$ cat config.mk
export PLATFORM = sky130hd
export DESIGN_NAME = minmax_ctrl
export DESIGN_NICKNAME = d
export VERILOG_FILES = /design/src/rtl/minmax_pkg.sv /design/src/rtl/minmax_ctrl.sv
export SDC_FILE = /design/constraint.sdc
export NUM_CORES = 1
export LEC_CHECK = 0
export ABC_AREA = 1
export BUFFER_PORTS_ARGS = -buffer_cell sky130_fd_sc_hd__buf_2
export CAP_MARGIN = 10
export CORE_ASPECT_RATIO = 1.25
export CORE_UTILIZATION = 46
export CTS_CLUSTER_SIZE = 10
export DETAILED_ROUTE_END_ITERATION = 10
export PLACE_DENSITY = 0.76
export SLEW_MARGIN = 20
export SYNTH_ARGS = -nofsm -noshare
export SYNTH_HDL_FRONTEND = slang
export SYNTH_SLANG_ARGS = --single-unit
$ cat constraint.sdc
create_clock -name clk -period 1.3 [get_ports clk]
set_clock_uncertainty 0.05 [all_clocks]
set_input_delay 0 -clock clk [delete_from_list [all_inputs] [get_ports clk]]
set_output_delay 0 -clock clk [all_outputs]
set_load 0.01 [all_outputs]
$ cat src/rtl/minmax_pkg.sv
package minmax_pkg;

	typedef enum logic [1:0] {
		CMD_INSERT     = 2'd0,
		CMD_REMOVE_MIN = 2'd1,
		CMD_REMOVE_MAX = 2'd2,
		CMD_CLEAR      = 2'd3
	} cmd_t;

	// datapath micro-operations issued by the controller
	typedef enum logic [4:0] {
		DP_NOP,
		DP_LOAD,
		DP_REJ,
		DP_CLR,
		DP_INS_WR,
		DP_RD_PAR,
		DP_UP_PAR,
		DP_RD_GP,
		DP_UP_GP,
		DP_WR_CUR,
		DP_MX_INIT,
		DP_MX_RD,
		DP_MX_CMP,
		DP_RM_START,
		DP_RM_LOAD,
		DP_DN_INIT,
		DP_DN_RD,
		DP_DN_CMP,
		DP_DN_SKIP,
		DP_DN_SWAP,
		DP_DN_PFIX,
		DP_OUT
	} dp_op_t;

	typedef struct packed {
		cmd_t cmd;
		logic full;
		logic empty;
		logic pos_zero;
		logic pos_ge3;
		logic g_better;
		logic cand_ok;
		logic k_done;
		logic found;
		logic down_better;
		logic grand;
		logic mx_ok;
	} dp_stat_t;

	typedef enum logic [4:0] {
		ST_IDLE,
		ST_DISPATCH,
		ST_UP_CHK,
		ST_UP_PAR,
		ST_GP_CHK,
		ST_UP_GP,
		ST_FIN,
		ST_MX_INIT,
		ST_MX_RD,
		ST_MX_CMP,
		ST_RM_LOAD,
		ST_DN_INIT,
		ST_DN_RD,
		ST_DN_CMP,
		ST_DN_DEC,
		ST_DN_PRD,
		ST_DN_PFIX,
		ST_OUT
	} state_t;

endpackage

$ cat src/rtl/minmax_ctrl.sv
module minmax_ctrl (
	input  logic                 clk,
	input  logic                 arst_n,
	input  logic                 in_valid,
	output logic                 in_ready,
	output logic                 out_valid,
	input  logic                 out_ready,
	input  minmax_pkg::dp_stat_t stat,
	output minmax_pkg::dp_op_t   op
);
	import minmax_pkg::*;

	state_t state_q, state_d;
	logic   rmx_q;
	logic   out_valid_q;

	always_comb begin
		state_d = state_q;
		unique case (state_q)
			ST_IDLE:     if (in_valid) state_d = ST_DISPATCH;
			ST_DISPATCH: begin
				unique case (stat.cmd)
					CMD_INSERT:     state_d = stat.full ? ST_MX_INIT : ST_UP_CHK;
					CMD_REMOVE_MIN: state_d = stat.empty ? ST_MX_INIT : ST_RM_LOAD;
					CMD_REMOVE_MAX: state_d = ST_MX_INIT;
					default:        state_d = ST_MX_INIT;
				endcase
			end
			ST_UP_CHK:   state_d = stat.pos_zero ? ST_FIN : ST_UP_PAR;
			ST_UP_PAR:   state_d = ST_GP_CHK;
			ST_GP_CHK:   state_d = stat.pos_ge3 ? ST_UP_GP : ST_FIN;
			ST_UP_GP:    state_d = stat.g_better ? ST_GP_CHK : ST_FIN;
			ST_FIN:      state_d = ST_MX_INIT;
			ST_MX_INIT:  state_d = ST_MX_RD;
			ST_MX_RD: begin
				if (stat.mx_ok) state_d = ST_MX_CMP;
				else if (rmx_q) state_d = ST_RM_LOAD;
				else state_d = ST_OUT;
			end
			ST_MX_CMP:   state_d = ST_MX_RD;
			ST_RM_LOAD:  state_d = ST_DN_INIT;
			ST_DN_INIT:  state_d = ST_DN_RD;
			ST_DN_RD: begin
				if (stat.k_done) state_d = ST_DN_DEC;
				else if (stat.cand_ok) state_d = ST_DN_CMP;
			end
			ST_DN_CMP:   state_d = ST_DN_RD;
			ST_DN_DEC: begin
				if (stat.found && stat.down_better)
					state_d = stat.grand ? ST_DN_PRD : ST_FIN;
				else
					state_d = ST_FIN;
			end
			ST_DN_PRD:   state_d = ST_DN_PFIX;
			ST_DN_PFIX:  state_d = ST_DN_INIT;
			ST_OUT:      if (!out_valid_q || out_ready) state_d = ST_IDLE;
			default:     state_d = ST_IDLE;
		endcase
	end

	always_comb begin
		op       = DP_NOP;
		in_ready = 1'b0;
		unique case (state_q)
			ST_IDLE: begin
				in_ready = 1'b1;
				if (in_valid) op = DP_LOAD;
			end
			ST_DISPATCH: begin
				unique case (stat.cmd)
					CMD_INSERT:     op = stat.full ? DP_REJ : DP_INS_WR;
					CMD_REMOVE_MIN: op = stat.empty ? DP_REJ : DP_RM_START;
					CMD_REMOVE_MAX: op = stat.empty ? DP_REJ : DP_NOP;
					default:        op = DP_CLR;
				endcase
			end
			ST_UP_CHK:   if (!stat.pos_zero) op = DP_RD_PAR;
			ST_UP_PAR:   op = DP_UP_PAR;
			ST_GP_CHK:   if (stat.pos_ge3) op = DP_RD_GP;
			ST_UP_GP:    if (stat.g_better) op = DP_UP_GP;
			ST_FIN:      op = DP_WR_CUR;
			ST_MX_INIT:  op = DP_MX_INIT;
			ST_MX_RD: begin
				if (stat.mx_ok) op = DP_MX_RD;
				else if (rmx_q) op = DP_RM_START;
			end
			ST_MX_CMP:   op = DP_MX_CMP;
			ST_RM_LOAD:  op = DP_RM_LOAD;
			ST_DN_INIT:  op = DP_DN_INIT;
			ST_DN_RD: begin
				if (!stat.k_done) op = stat.cand_ok ? DP_DN_RD : DP_DN_SKIP;
			end
			ST_DN_CMP:   op = DP_DN_CMP;
			ST_DN_DEC:   if (stat.found && stat.down_better) op = DP_DN_SWAP;
			ST_DN_PRD:   op = DP_RD_PAR;
			ST_DN_PFIX:  op = DP_DN_PFIX;
			ST_OUT:      if (!out_valid_q || out_ready) op = DP_OUT;
			default: ;
		endcase
	end

	always_ff @(posedge clk or negedge arst_n) begin
		if (!arst_n) begin
			state_q     <= ST_IDLE;
			rmx_q       <= 1'b0;
			out_valid_q <= 1'b0;
		end else begin
			state_q <= state_d;
			if (state_q == ST_DISPATCH)
				rmx_q <= (stat.cmd == CMD_REMOVE_MAX) && !stat.empty;
			else if (state_q == ST_MX_RD && !stat.mx_ok)
				rmx_q <= 1'b0;
			if (op == DP_OUT) out_valid_q <= 1'b1;
			else if (out_ready) out_valid_q <= 1'b0;
		end
	end

	assign out_valid = out_valid_q;

	a_one_result: assert property (@(posedge clk) disable iff (!arst_n)
		(op == DP_OUT) |=> out_valid) else $error("result not presented");
	a_out_hold: assert property (@(posedge clk) disable iff (!arst_n)
		(state_q == ST_OUT && out_valid_q && !out_ready) |-> (op != DP_OUT))
		else $error("result overwritten while stalled");
	a_rmx_path: assert property (@(posedge clk) disable iff (!arst_n)
		(op == DP_RM_START && state_q == ST_MX_RD) |-> (stat.cmd == CMD_REMOVE_MAX))
		else $error("max removal outside remove-max command");
endmodule

* Yosys cells after proc, flatten, opt, wreduce, memory -nomap -nowiden
Cells that the tools add are included.
Word-level totals: bits in registers 7, logic and storage cells 76
Cells by class: equal/unequal tests 23, multiplexer cells 35, reduce and logical (&&, ||, !) cells 15
Operator list (count):
- 5-bit case mux with 18 select lines | 1
- 5-bit case mux with 15 select lines | 1
- 5-bit two-way mux | 9
- 5-bit by 4-bit == test with 1-bit output, second input constant | 8
- 4-bit two-way mux | 7
- 5-bit by 3-bit == test with 1-bit output, second input constant | 4
- 5-bit == test, second input constant | 3
- 3-bit two-way mux | 5
- 4-bit case mux with 3 select lines | 1
- 5-bit by 2-bit == test with 1-bit output, second input constant | 2
- 2-bit two-way mux | 4
- 4-bit case mux with 2 select lines | 1
- 1-bit two-way mux | 6
- 2-bit OR reduction | 3
- 5-bit by 1-bit == test with 1-bit output, second input constant | 1
- 5-bit logical NOT | 1
- 2-bit != test, second input constant | 2
- 2-bit nonzero test | 2
- 1-bit logical AND | 3
- 1-bit logical NOT | 3
- 3-bit != test, second input constant | 1
- 3-bit AND reduction | 1
- 2-bit by 1-bit == test with 1-bit output, second input constant | 1
- 2-bit == test, second input constant | 1
- other kinds (2) | 2

* Longest topological paths before layout
Gate-level depths: netlist of run 1.
depth after elaboration 6, gate-level depth with buffers 10, mapped depth without buffers 10

* Least setup slack after synthesis of run 1
Ideal clock, no wire load.
path kind register -> register, start reg state_q[1], end reg state_q[2], data arrival time 1136 ps, required time 1126 ps, slack -11 ps, cell stages (with the launch flop) 8, period minus slack after synthesis 1311 ps, cells stage by stage dfrtp_1 nand2_1 inv_1 nand3_2 nand2_2 a21oi_1 nand3_1 or2_1
Between the ends: word-level cells in the longest chain between the ends 3, elaborated cells between the ends (all ways) 26, those cells by class eq/ne (20); mux (1); reduce/logical (5)
RTL lines:
- start: declaration | line minmax_ctrl.sv:13 | state_t state_q, state_d;
- start signal: assignment | line minmax_ctrl.sv:108 | state_q <= state_d;
- 5-bit == test, or another cell as far along | line minmax_ctrl.sv:19 | unique case (state_q)
- 2-bit OR reduction (no line), or another cell as far along
- 5-bit case mux with 15 select lines / 3-bit AND reduction (equally long branches)
Several ways; a longest one is shown, not always the timed one. A chain may end at the register's enable or synchronous reset.

* Worst setup path after layout of run 1
start reg state_q[1], end out op[2]
Between the ends: word-level cells in the longest chain between the ends 2, elaborated cells between the ends (all ways) 19, those cells by class eq/ne (17); mux (1); reduce/logical (1)
RTL lines:
- 5-bit == test, or another cell as far along | line minmax_ctrl.sv:64 | unique case (state_q)
- 5-bit case mux with 18 select lines (*) | line minmax_ctrl.sv:64
- end: declaration | line minmax_ctrl.sv:9 | output minmax_pkg::dp_op_t op
Mark *: on every way between the ends. The rest lies on a longest branch, timed or not.

==> metrics, run 1 <==
syn nets 162; Main synth FF type dfrtp_1; DRT Pass-1 Iters 4; synthesized area 842 um^2; fin nets ~220; Syn-to-layout area delta 64.8%; post-route cell area 1390 um^2; Diodes inserted 0; Vias per Instance ~5.8; crit path DAT 1.61 ns; PD cells 1980 nW/um^2; Worst path slowest cell dfrtp_2; largest net degree at the start of global routing 9; Routed Antenna Nets 0; die width 40.3 um; number of max-cap violations 0; total track usage about 36%; max incr delay on CP 0.48 ns; Final Hold Fails 0; Core Area roughly 1600 um^2; GPL Wtd Cong ~0.97; Final period util 128%; Post-route DRC 0; # IOs 24; CTS tree yes; initial antenna violation count 0; Rel. slew slack 79.9%; port bufs 23; gr ovfl total 0; Leak 0.719 nW; Initial Utilization 51.3%; post-synth top area share 20.8%; FMAX approximately 0.6 GHz; WS Path Type register to output port; Post-synth EDFFs 0; final critical-path setup slack -0.364 ns; syn_area_per_cell 5.81 um^2; synthesis-stage register bit count 7; cts bufs inserted 3; die area 2010 um^2; RSZ-0062 raised after global routing true; layout cells sized above 1 49.7%; Slew Viols, Final 0; first-pass GRT wire length 4.92 mm; Synth cell types 24; Worst-Margin Slew 0.297 ns; fin crit period between 1.5 and 2 ns; H-tree depth 1; status complete, but fails checks; VDD IR max 0.00158 V; Buf+Inv Stages, Crit Path 2; Die Y 49.8 um; Worst setup SP type register; critical-path cell list nand2_2 -> inv_1 -> nand3_2 -> nand2_1 -> nor3_1 -> nand4_1 -> buf_2; Synth Instances 145; PnR Total Power roughly 2.7 mW; most frequent cell after synthesis nand2_1; post-placement cell area 1080 um^2; vias 1250; commonest cells in the netlist nand2_1, nor2_1, nand3_1; Hold WS 0.00487 ns; worst skew pair latency between 0.2 and 0.3 ns; failing checks setup timing; hold crit path type primary input to register; Synth Warn # 0; sequential-to-total area share from yosys stat a little over a fifth; Async SR Flop Fraction 100%; Worst Path Max Fanout 7; synth top area cells dfrtp_1, nand3_1, nand2_1; CP Capture Type output port; Avg WL per Cell 15.0 um; Final setup violation count 11; clk buf depth 2; vias in the first global route 1167; Crit path max-delay family simple AND/OR/NAND/NOR gates; cell type contributing the most total cell area after synthesis dfrtp_1; initial detailed-routing violation count 57; Total Wirelength 3.27 mm; CTS Sinks 7; Clock Pin Slew Worst Setup and Hold Paths 0.05 ns; Required @ worst endpoint 1.25 ns; Core Rows 16; Final HPWL DP 2.18 mm; Core Util, Final 84.5%; Clock Tree Root clkbuf_4
## worst reg2reg max path, cell delays in order (launching register included)
cell and delay, ns:
dfrtp_2 0.47, nand2_2 0.13, inv_4 0.06, buf_6 0.11
buf_4 0.13, a21oi_2 0.10, nand3_1 0.07, or2_1 0.26
## layout by cell type, fill, tap and decap left out
master          n
nor2_1         17
o31ai_2         1
or2_1           1
a21oi_1         2
buf_2          23
nor3_2          1
dlygate4sd3_1   3
buf_6           5
a21boi_1        1
nand3_1        18
clkbuf_4        3
nand3b_1        2
nor3_1          5
o311ai_1        1
buf_4          20
nand2_1        21
inv_4           2
nand3_2         4
inv_1          17
nand2_4         1
nand2_2         9
nand3_4         3
dfrtp_1         3
o41ai_2         1
nor2_4          6
dfrtp_2         4
clkbuf_1        1
a211oi_2        1
a21oi_2         3
inv_2           4
o21ai_2         2
o211ai_1        1
o21ai_1         1
nor2_2          6
nand4_1         6
## repair_timing
action,in CTS,in global routing
hold buffers,3,0
buffers inserted,9,1
endpoints found under the setup margin,11,12
hold endpoints to repair,8,0
pin swaps,18,10
resized for setup,34,21
## cell families after synthesis
kind of cell	Yosys count	share of synthesized area, %
flops	7	20.8
buf+inv	24	11.6
simple gates	100	57.2
compound gates	14	10.4
## worst paths after layout
check	from	to	slack [ns]	cells past startpoint
worst min-delay path	stat[0]	rmx_q$_DFFE_PN0P_	0.005	3
min in group asynchronous	arst_n	state_q[3]$_DFFE_PN0P_	0.09	2
worst min register to register	out_valid$_DFFE_PN0P_	out_valid$_DFFE_PN0P_	0.55	2
worst max register to register	state_q[2]$_DFFE_PN0P_	state_q[2]$_DFFE_PN0P_	-0.22	7
max in group asynchronous	arst_n	state_q[2]$_DFFE_PN0P_	0.94	2
worst max-delay path	state_q[1]$_DFFE_PN0P_	op[2]	-0.36	7
## through the flow
step | std cells | worst slack (ns) | setup TNS, ns
global placement | 200 | -0.160 | -1.04
CTS | 216 | -0.315 | -2.20
detailed placement | 200 | -0.177 | -1.20
finish | 217 | -0.364 | -2.80
floorplan | 145 | 0.0115 | 0
global route | 217 | -0.449 | -3.59
## state kept, by name, summed over array words and instances (netlist names)
| register | cells |
|---|---|
| state_q | 5 |
| rmx_q | 1 |
| out_valid | 1 |
## power breakdown
part / switching (mW) / internal, mW / leakage, nW
Clock: 0.0770 / 0.117 / 0.0150
Combinational: 1.19 / 0.874 / 0.618
Sequential: 0.177 / 0.316 / 0.0861
## layer usage
layer / wire, um / global-route usage, % / vias to the layer above / part of all wire, %
met5: 0 / 0 / - / 0
li1: - / - / 592 / -
met2: 1710 / 61.3 / 68 / 52
met3: 209 / 8.56 / 6 / 6.4
met4: 59 / 12.8 / 0 / 1.8
met1: 1280 / 39.7 / 584 / 39
## area by class of cell
type	instances	area, um^2
repair buffers	51	352
inverters	23	91.3
clock buffers	4	26.3
multi-input cells	114	716
fillers	106	254
flip-flops and latches	7	180
well taps	18	22.5
Power figures use the tool's default switching activity.
==> run 2: changes to the inputs <==
--- a/config.mk
+++ b/config.mk
@@ -5,14 +5,15 @@
 export SDC_FILE = /design/constraint.sdc
 export NUM_CORES = 1
 export LEC_CHECK = 0
-export ABC_AREA = 1
 export BUFFER_PORTS_ARGS = -buffer_cell sky130_fd_sc_hd__buf_2
 export CAP_MARGIN = 10
 export CORE_ASPECT_RATIO = 1.25
-export CORE_UTILIZATION = 46
+export CORE_UTILIZATION = 47
+export CTS_BUF_LIST = sky130_fd_sc_hd__clkbuf_2 sky130_fd_sc_hd__clkbuf_4 sky130_fd_sc_hd__clkbuf_8
 export CTS_CLUSTER_SIZE = 10
 export DETAILED_ROUTE_END_ITERATION = 10
-export PLACE_DENSITY = 0.76
+export MAX_ROUTING_LAYER = met4
+export PLACE_DENSITY = 0.77
 export SLEW_MARGIN = 20
 export SYNTH_ARGS = -nofsm -noshare
 export SYNTH_HDL_FRONTEND = slang
==> run 2 against run 1 <==
Compared with the run above:
- sequential cell count is the same
- the run still ends with setup timing left
- combinational power rose by 50%
- largest power group unchanged
- setup slack got worse by 0.31 ns
- highest routed layer unchanged
==> metrics, run 2 <==
clk buf depth 2 (unchanged); R2R cell count 6 (-1); PnR Total Power 3.76 mW (+37%); Core Util, Final 88.7% (+4.2 points); Diodes inserted 0 (unchanged); Pint 1.96 mW (+50%); synthesis-stage register bit count 7 (unchanged); Final Hold Fails 0 (unchanged); synth top area cells dfrtp_1, nor2_1, a21oi_1; fillers 76 (-28%); first-pass GRT wire length 6.09 mm (+24%); number of max-cap violations 0 (unchanged); Non-Filler Instances 200 (-7.8%); Worst setup SP type register; max reg flops 5 (unchanged); Required @ worst endpoint 1.25 ns (about the same); H-tree depth 1 (unchanged); post-synth top area share 19.8% (-0.97 points); Post-synth EDFFs 0 (unchanged); Net Switching 1.81 mW (+25%); Total Wirelength 4.52 mm (+39%); Synth Instances 118 (-19%); Worst Hold End state_q[3]$_DFFE_PN0P_; Syn-to-layout area delta 77.3%; Clock Tree Root clkbuf_4; total track usage 45.4% (+9.9 points); Core Rows 17 (+1); PD cells 2400 nW/um^2 (+21%); initial detailed-routing violation count 129 (+130%); VDD IR max 0.00181 V (+14%); commonest non-fill, non-tap cell in the layout buf_4; GPL Wtd Cong 1.01 (+4.1%); port bufs 23 (unchanged); sequential-to-total area share from yosys stat 19.8% (-0.97 points); RR Endpoint state_q[0]$_DFFE_PN0P_; fin nets 199 (-8.3%); sequential power share 11.6% (-6.3 points); Core Area 1770 um^2 (+7.5%); hold crit path type primary input to register; CP Capture Type output port; status complete, but fails checks; post-placement cell area 1250 um^2 (+15%); Final setup violation count 13 (+2); commonest cells in the netlist nor2_1, nand2_1, a21oi_1, dfrtp_1; RSZ-0062 raised after global routing true; power share of the clock group 6.3% (-0.8 points); Initial Utilization 50.0% (-1.3 points); final critical-path setup slack -0.672 ns (-0.309 ns); gr ovfl total 0 (unchanged); cell type contributing the most total cell area after synthesis dfrtp_1; die width 40.8 um (+1.3%); layout cells sized above 1 58.0% (+8.3 points); pre-CTS setup slack -0.412 ns (-0.235 ns); Gate power share 82.1% (+7.1 points); Final HPWL DP 2.49 mm (+14%); Clock Pin Slew Worst Setup and Hold Paths 0.06 ns (about the same); Register Area 178 um^2 (-1.4%); synthesized area 883 um^2 (+4.9%); Avg WL per Cell 22.6 um (+50%); Synth Warn # 0 (unchanged); DRT Pass-1 Iters 6 (+2); most frequent cells in the layout buf_4, buf_2, buf_6, nand2_1; syn nets 135 (-17%); FF-to-FF setup slack -0.44 ns (-0.22 ns); area of the multi-input gates 810 um^2 (+13%); Worst Path Max Fanout 5 (-2); crit path DAT 1.92 ns (+0.31 ns); initial antenna violation count 0 (unchanged); Async SR Flop Fraction 100% (unchanged); FMAX 0.507 GHz (-16%); Worst Hold Depth 3 (unchanged); Vias per Instance 7.22 (+25%); Synth cell types 46 (+92%); fin crit period 1.97 ns (+0.309 ns); CTS tree yes; Rel. slew slack 71.6% (-8.4 points); CTS Sinks 7 (unchanged); Post-route DRC 0 (unchanged); post-route cell area 1570 um^2 (+13%); Cells after DPL 182 (-9.0%); WS Path Type register to output port; vias 1443 (+15%); reg-to-reg startpoint state_q[2]$_DFFE_PN0P_; cts bufs inserted 3 (unchanged); Slew Viols, Final 0 (unchanged); failing checks setup timing; Leak 0.687 nW (-4.5%); largest net degree at the start of global routing 13 (+4); hold path start stat[1]; # IOs 24 (unchanged); Reg with most FFs state_q; most frequent cell after synthesis nor2_1; Main synth FF type dfrtp_1; switching share of power 48.0% (-4.5 points); Die Y 50.5 um (+1.3%); vias in the first global route 1300 (+11%); Routed Antenna Nets 0 (unchanged); Final period util 152% (+24 points); die area 2060 um^2 (+2.5%); syn_area_per_cell 7.49 um^2 (+29%); Worst-Margin Slew 0.416 ns (+0.119 ns); worst skew pair latency 0.26 ns (about the same)
## run 2: layer usage
metal,global-route usage [%],share of wire [%],up-vias
li1,-,-,588
met1,49.4,33,646
met2,68.8,46,150
met3,11.9,12,59
met4,30.0,9.0,0
met5,-,0,-
## run 2: critical path: stages, from the launching register on
cell and delay, ns:
dfrtp_2 0.46, or3b_4 0.44, a2111oi_4 0.39, a211oi_2 0.09
o211ai_1 0.12, buf_2 0.16
## run 2: worst max path at each step
stage / start / endpoint / slack [ns] / cells after the start
6_report: state_q[2]$_DFFE_PN0P_ / op[2] / -0.67 / 5
2_1_floorplan: state_q[3]$_DFFE_PN0P_ / state_q[0]$_DFFE_PN0P_ / -0.24 / 4
5_1_grt: state_q[4]$_DFFE_PN0P_ / op[1] / -0.71 / 5
3_3_place_gp: state_q[4]$_DFFE_PN0P_ / state_q[0]$_DFFE_PN0P_ / -0.30 / 4
3_5_place_dp: state_q[1]$_DFFE_PN0P_ / op[0] / -0.41 / 5
4_1_cts: state_q[1]$_DFFE_PN0P_ / op[2] / -0.56 / 8
## run 2: area by class of cell
| type | instances | share of cell area (%) |
|---|---|---|
| clock buffers | 4 | 1.92 |
| inverters | 3 | 0.719 |
| multi-input cells | 98 | 51.7 |
| flip-flops and latches | 7 | 11.3 |
| well taps | 19 | 1.52 |
| repair buffers | 69 | 32.8 |
## run 2: cells by family after synthesis
logic type	synth area share, %
AND/OR/NAND/NOR	31.2
XOR/XNOR	0.992
AO/OA/AOI/OAI	36.3
buffers and inverters	6.80
flip-flops	19.8
multiplexers	4.96
## run 2: power groups by stage
stage               clock, mW  sequential [mW]  combinational [mW]
floorplan                   0            0.390                1.40
global placement            0            0.402                2.13
detailed placement          0            0.414                2.21
CTS                     0.232            0.399                2.62
global route            0.255            0.443                3.20
finish                  0.236            0.438                3.09
## run 2: repair_timing
item,in CTS,in global routing
hold buffers,2,0
setup endpoints to repair,12,13
gates resized for setup,24,21
pin swaps,8,5
buffers inserted,11,1
hold endpoints to repair,8,0
## run 2: through the flow
step,setup TNS [ns],hold slack [ns]
after CTS,-4.48,0.0286
after detailed placement,-3.05,-0.200
after floorplan,-0.943,-0.346
after global placement,-2.38,-0.203
final,-5.59,0.0648
after global routing,-6.01,0.0790
==> run 3: changes to the inputs <==
--- a/config.mk
+++ b/config.mk
@@ -5,6 +5,7 @@
 export SDC_FILE = /design/constraint.sdc
 export NUM_CORES = 1
 export LEC_CHECK = 0
+export ABC_AREA = 1
 export BUFFER_PORTS_ARGS = -buffer_cell sky130_fd_sc_hd__buf_2
 export CAP_MARGIN = 10
 export CORE_ASPECT_RATIO = 1.25
==> run 3 against run 2 <==
Compared with the run above:
- the run still ends with setup timing left
- non-clock buffer count shrank 9
- utilization grew 4.8 points
- final cell count grew 14%
- power shrank 18%
- wire length shrank 3.6%
- clock power grew 5%
- die area shrank 4.5%
- largest cell class unchanged
==> metrics, run 3 (synthesis results as in run 1) <==
Worst setup SP type register; # IOs 24 (unchanged); CP Capture Type output port; die width 39.9 um (-2.2%); Gate power share 76.2% (-5.9 points); PD cells 2040 nW/um^2 (-15%); Leak 0.772 nW (+12%); Die Y 49.3 um (-2.3%); Core Area 1620 um^2 (-8.1%); Most Crowded Layer GR met2; vias 1475 (+2.2%); FMAX 0.567 GHz (+12%); Buf+Inv Stages, Crit Path 2 (+1); Hold WS 0.0441 ns (-0.0207 ns); port bufs 23 (unchanged); RSZ-0062 raised after global routing true; clk buf depth 2 (unchanged); largest net degree at the start of global routing 8 (-5); WS Path Type register to output port; sequential power share 15.8% (+4.2 points); met2 GRT Util 68.0% (-0.77 points); die area 1970 um^2 (-4.5%); H-tree depth 1 (unchanged); Final Hold Fails 0 (unchanged); GPL Wtd Cong 0.947 (-5.9%); Crit path max-delay family simple AND/OR/NAND/NOR gates; Diodes inserted 0 (unchanged); PnR Total Power 3.10 mW (-18%); first-pass GRT wire length 5.28 mm (-13%); failing checks setup timing; Cells after DPL 200 (+9.9%); Post-route DRC 0 (unchanged); setup TNS -3.73 ns (+1.87 ns); CTS Sinks 7 (unchanged); Worst Path Max Fanout 6 (+1); layout cells sized above 1 53.6% (-4.4 points); Initial Utilization 51.9% (+1.9 points); Required @ worst endpoint 1.25 ns (about the same); Clock Pin Slew Worst Setup and Hold Paths 0.06 ns (about the same); Routed Antenna Nets 0 (unchanged); Rel. slew slack 78.5% (+6.9 points); Avg WL per Cell 19.2 um (-15%); commonest non-fill, non-tap cell in the layout buf_4; routing usage on met3 7.76% (-4.2 points); worst skew pair latency 0.28 ns (+0.02 ns); Vias per Instance 6.50 (-9.9%); CTS tree yes; Register Area 181 um^2 (+2.1%); Clock Tree Root clkbuf_4; Final period util 136% (-16 points); power share of the clock group 8.0% (+1.7 points); crit path DAT 1.71 ns (-0.21 ns); hold crit path type primary input to asynchronous set/reset pin; VDD IR max 0.00129 V (-29%); initial antenna violation count 0 (unchanged); Worst path slowest cell dfrtp_2; most frequent cells in the layout buf_4, buf_2, nand2_1, inv_1; Final setup violation count 12 (-1); Final HPWL DP 2.15 mm (-14%); Net Switching 1.66 mW (-7.9%); fin nets 227 (+14%); met1 Usage GRT 39.1% (-10 points); gr ovfl total 0 (unchanged); DRT Pass-1 Iters 5 (-1); Worst-Margin Slew 0.321 ns (-0.0951 ns); switching share of power 53.7% (+5.7 points); Syn-to-layout area delta 80.1%; total track usage 40.2% (-5.2 points); pre-CTS setup slack -0.172 ns (+0.240 ns); final critical-path setup slack -0.465 ns (+0.207 ns); status complete, but fails checks; initial detailed-routing violation count 104 (-19%); cts bufs inserted 3 (unchanged); critical-path cell list inv_1 -> nand2_1 -> nor2_2 -> nand3_1 -> nand4_1 -> buf_2; Total Wirelength 4.36 mm (-3.6%); Slew Viols, Final 0 (unchanged); Core Rows 16 (-1); max incr delay on CP 0.48 ns (+0.02 ns); area of the multi-input gates 742 um^2 (-8.3%); fillers 58 (-24%); Pint 1.43 mW (-27%); Non-Filler Instances 227 (+14%); Reg with most FFs state_q; vias in the first global route 1252 (-3.7%); fin crit period 1.76 ns (-0.207 ns); max reg flops 5 (unchanged); number of max-cap violations 0 (unchanged)
[run 3: changes by cell type in the layout (fill, tap and decap cells not counted), moves of 4 or more]
cell	change
nand3_2	+7
nand2_1	+14
inv_1	+14
nand4_1	+5
nand2_2	+9
nor2_1	+9
dlygate4sd3_1	+4
buf_4	-7
nand3_1	+10
nor2_2	+6
buf_6	-6
[run 3: worst paths after layout]
kind / start / to / slack, ns / cells after the start
max in group asynchronous: arst_n / state_q[4]$_DFFE_PN0P_ / 0.98 / 2
min in group clk: stat[12] / rmx_q$_DFFE_PN0P_ / 0.04 / 3
hold / removal: arst_n / state_q[3]$_DFFE_PN0P_ / 0.04 / 2
setup / recovery: state_q[2]$_DFFE_PN0P_ / op[2] / -0.46 / 6
hold reg to reg: rmx_q$_DFFE_PN0P_ / rmx_q$_DFFE_PN0P_ / 0.56 / 2
setup reg to reg: state_q[2]$_DFFE_PN0P_ / state_q[0]$_DFFE_PN0P_ / -0.41 / 11
[run 3: repair_timing]
action                     4_1_cts  5_1_grt
pin swaps                        9       11
gates resized for setup         33       28
setup endpoints to repair       11       13
hold endpoints to repair        10        0
buffers inserted                12        4
hold buffers                     6        0
gates cloned                     1        0
[run 3: metal layers]
metal / vias up / share of wire, %
li1: 609 / -
met1: 667 / 35
met2: 137 / 47
met3: 62 / 9.7
met4: 0 / 9.0
met5: - / 0
[run 3: metrics by stage]
step	cell area, um^2	utilization, %
after floorplan	843	-
after detailed placement	1090	67.5
after global routing	1520	93.5
final	1520	93.5
after global placement	1090	67.5
after CTS	1370	84.7
[run 3: layout make-up]
cell class	instances	area share, %
timing repair inverter	1	0.495
timing repair buffer	60	29.0
tap	18	1.49
inverter	23	6.19
multi-input combinational	114	48.9
clock buffer	4	1.98
sequential	7	12.0
[run 3: worst reg2reg max path, cell delays in order, from the launching register on]
cell	delay, ns
dfrtp_2	0.48
nor2_4	0.05
buf_6	0.14
nand3_4	0.13
inv_4	0.05
buf_6	0.11
nand2_1	0.08
nand2_1	0.07
nor2_1	0.16
nand2_1	0.11
nand2_1	0.09
nand2_1	0.06
[run 3: power groups by stage]
stage / Clock, mW / Combinational (mW) / Sequential, mW
4_1_cts: 0.236 / 1.88 / 0.453
3_5_place_dp: 0 / 1.50 / 0.436
2_1_floorplan: 0 / 0.963 / 0.421
5_1_grt: 0.260 / 2.52 / 0.497
6_report: 0.248 / 2.36 / 0.488
3_3_place_gp: 0 / 1.50 / 0.429
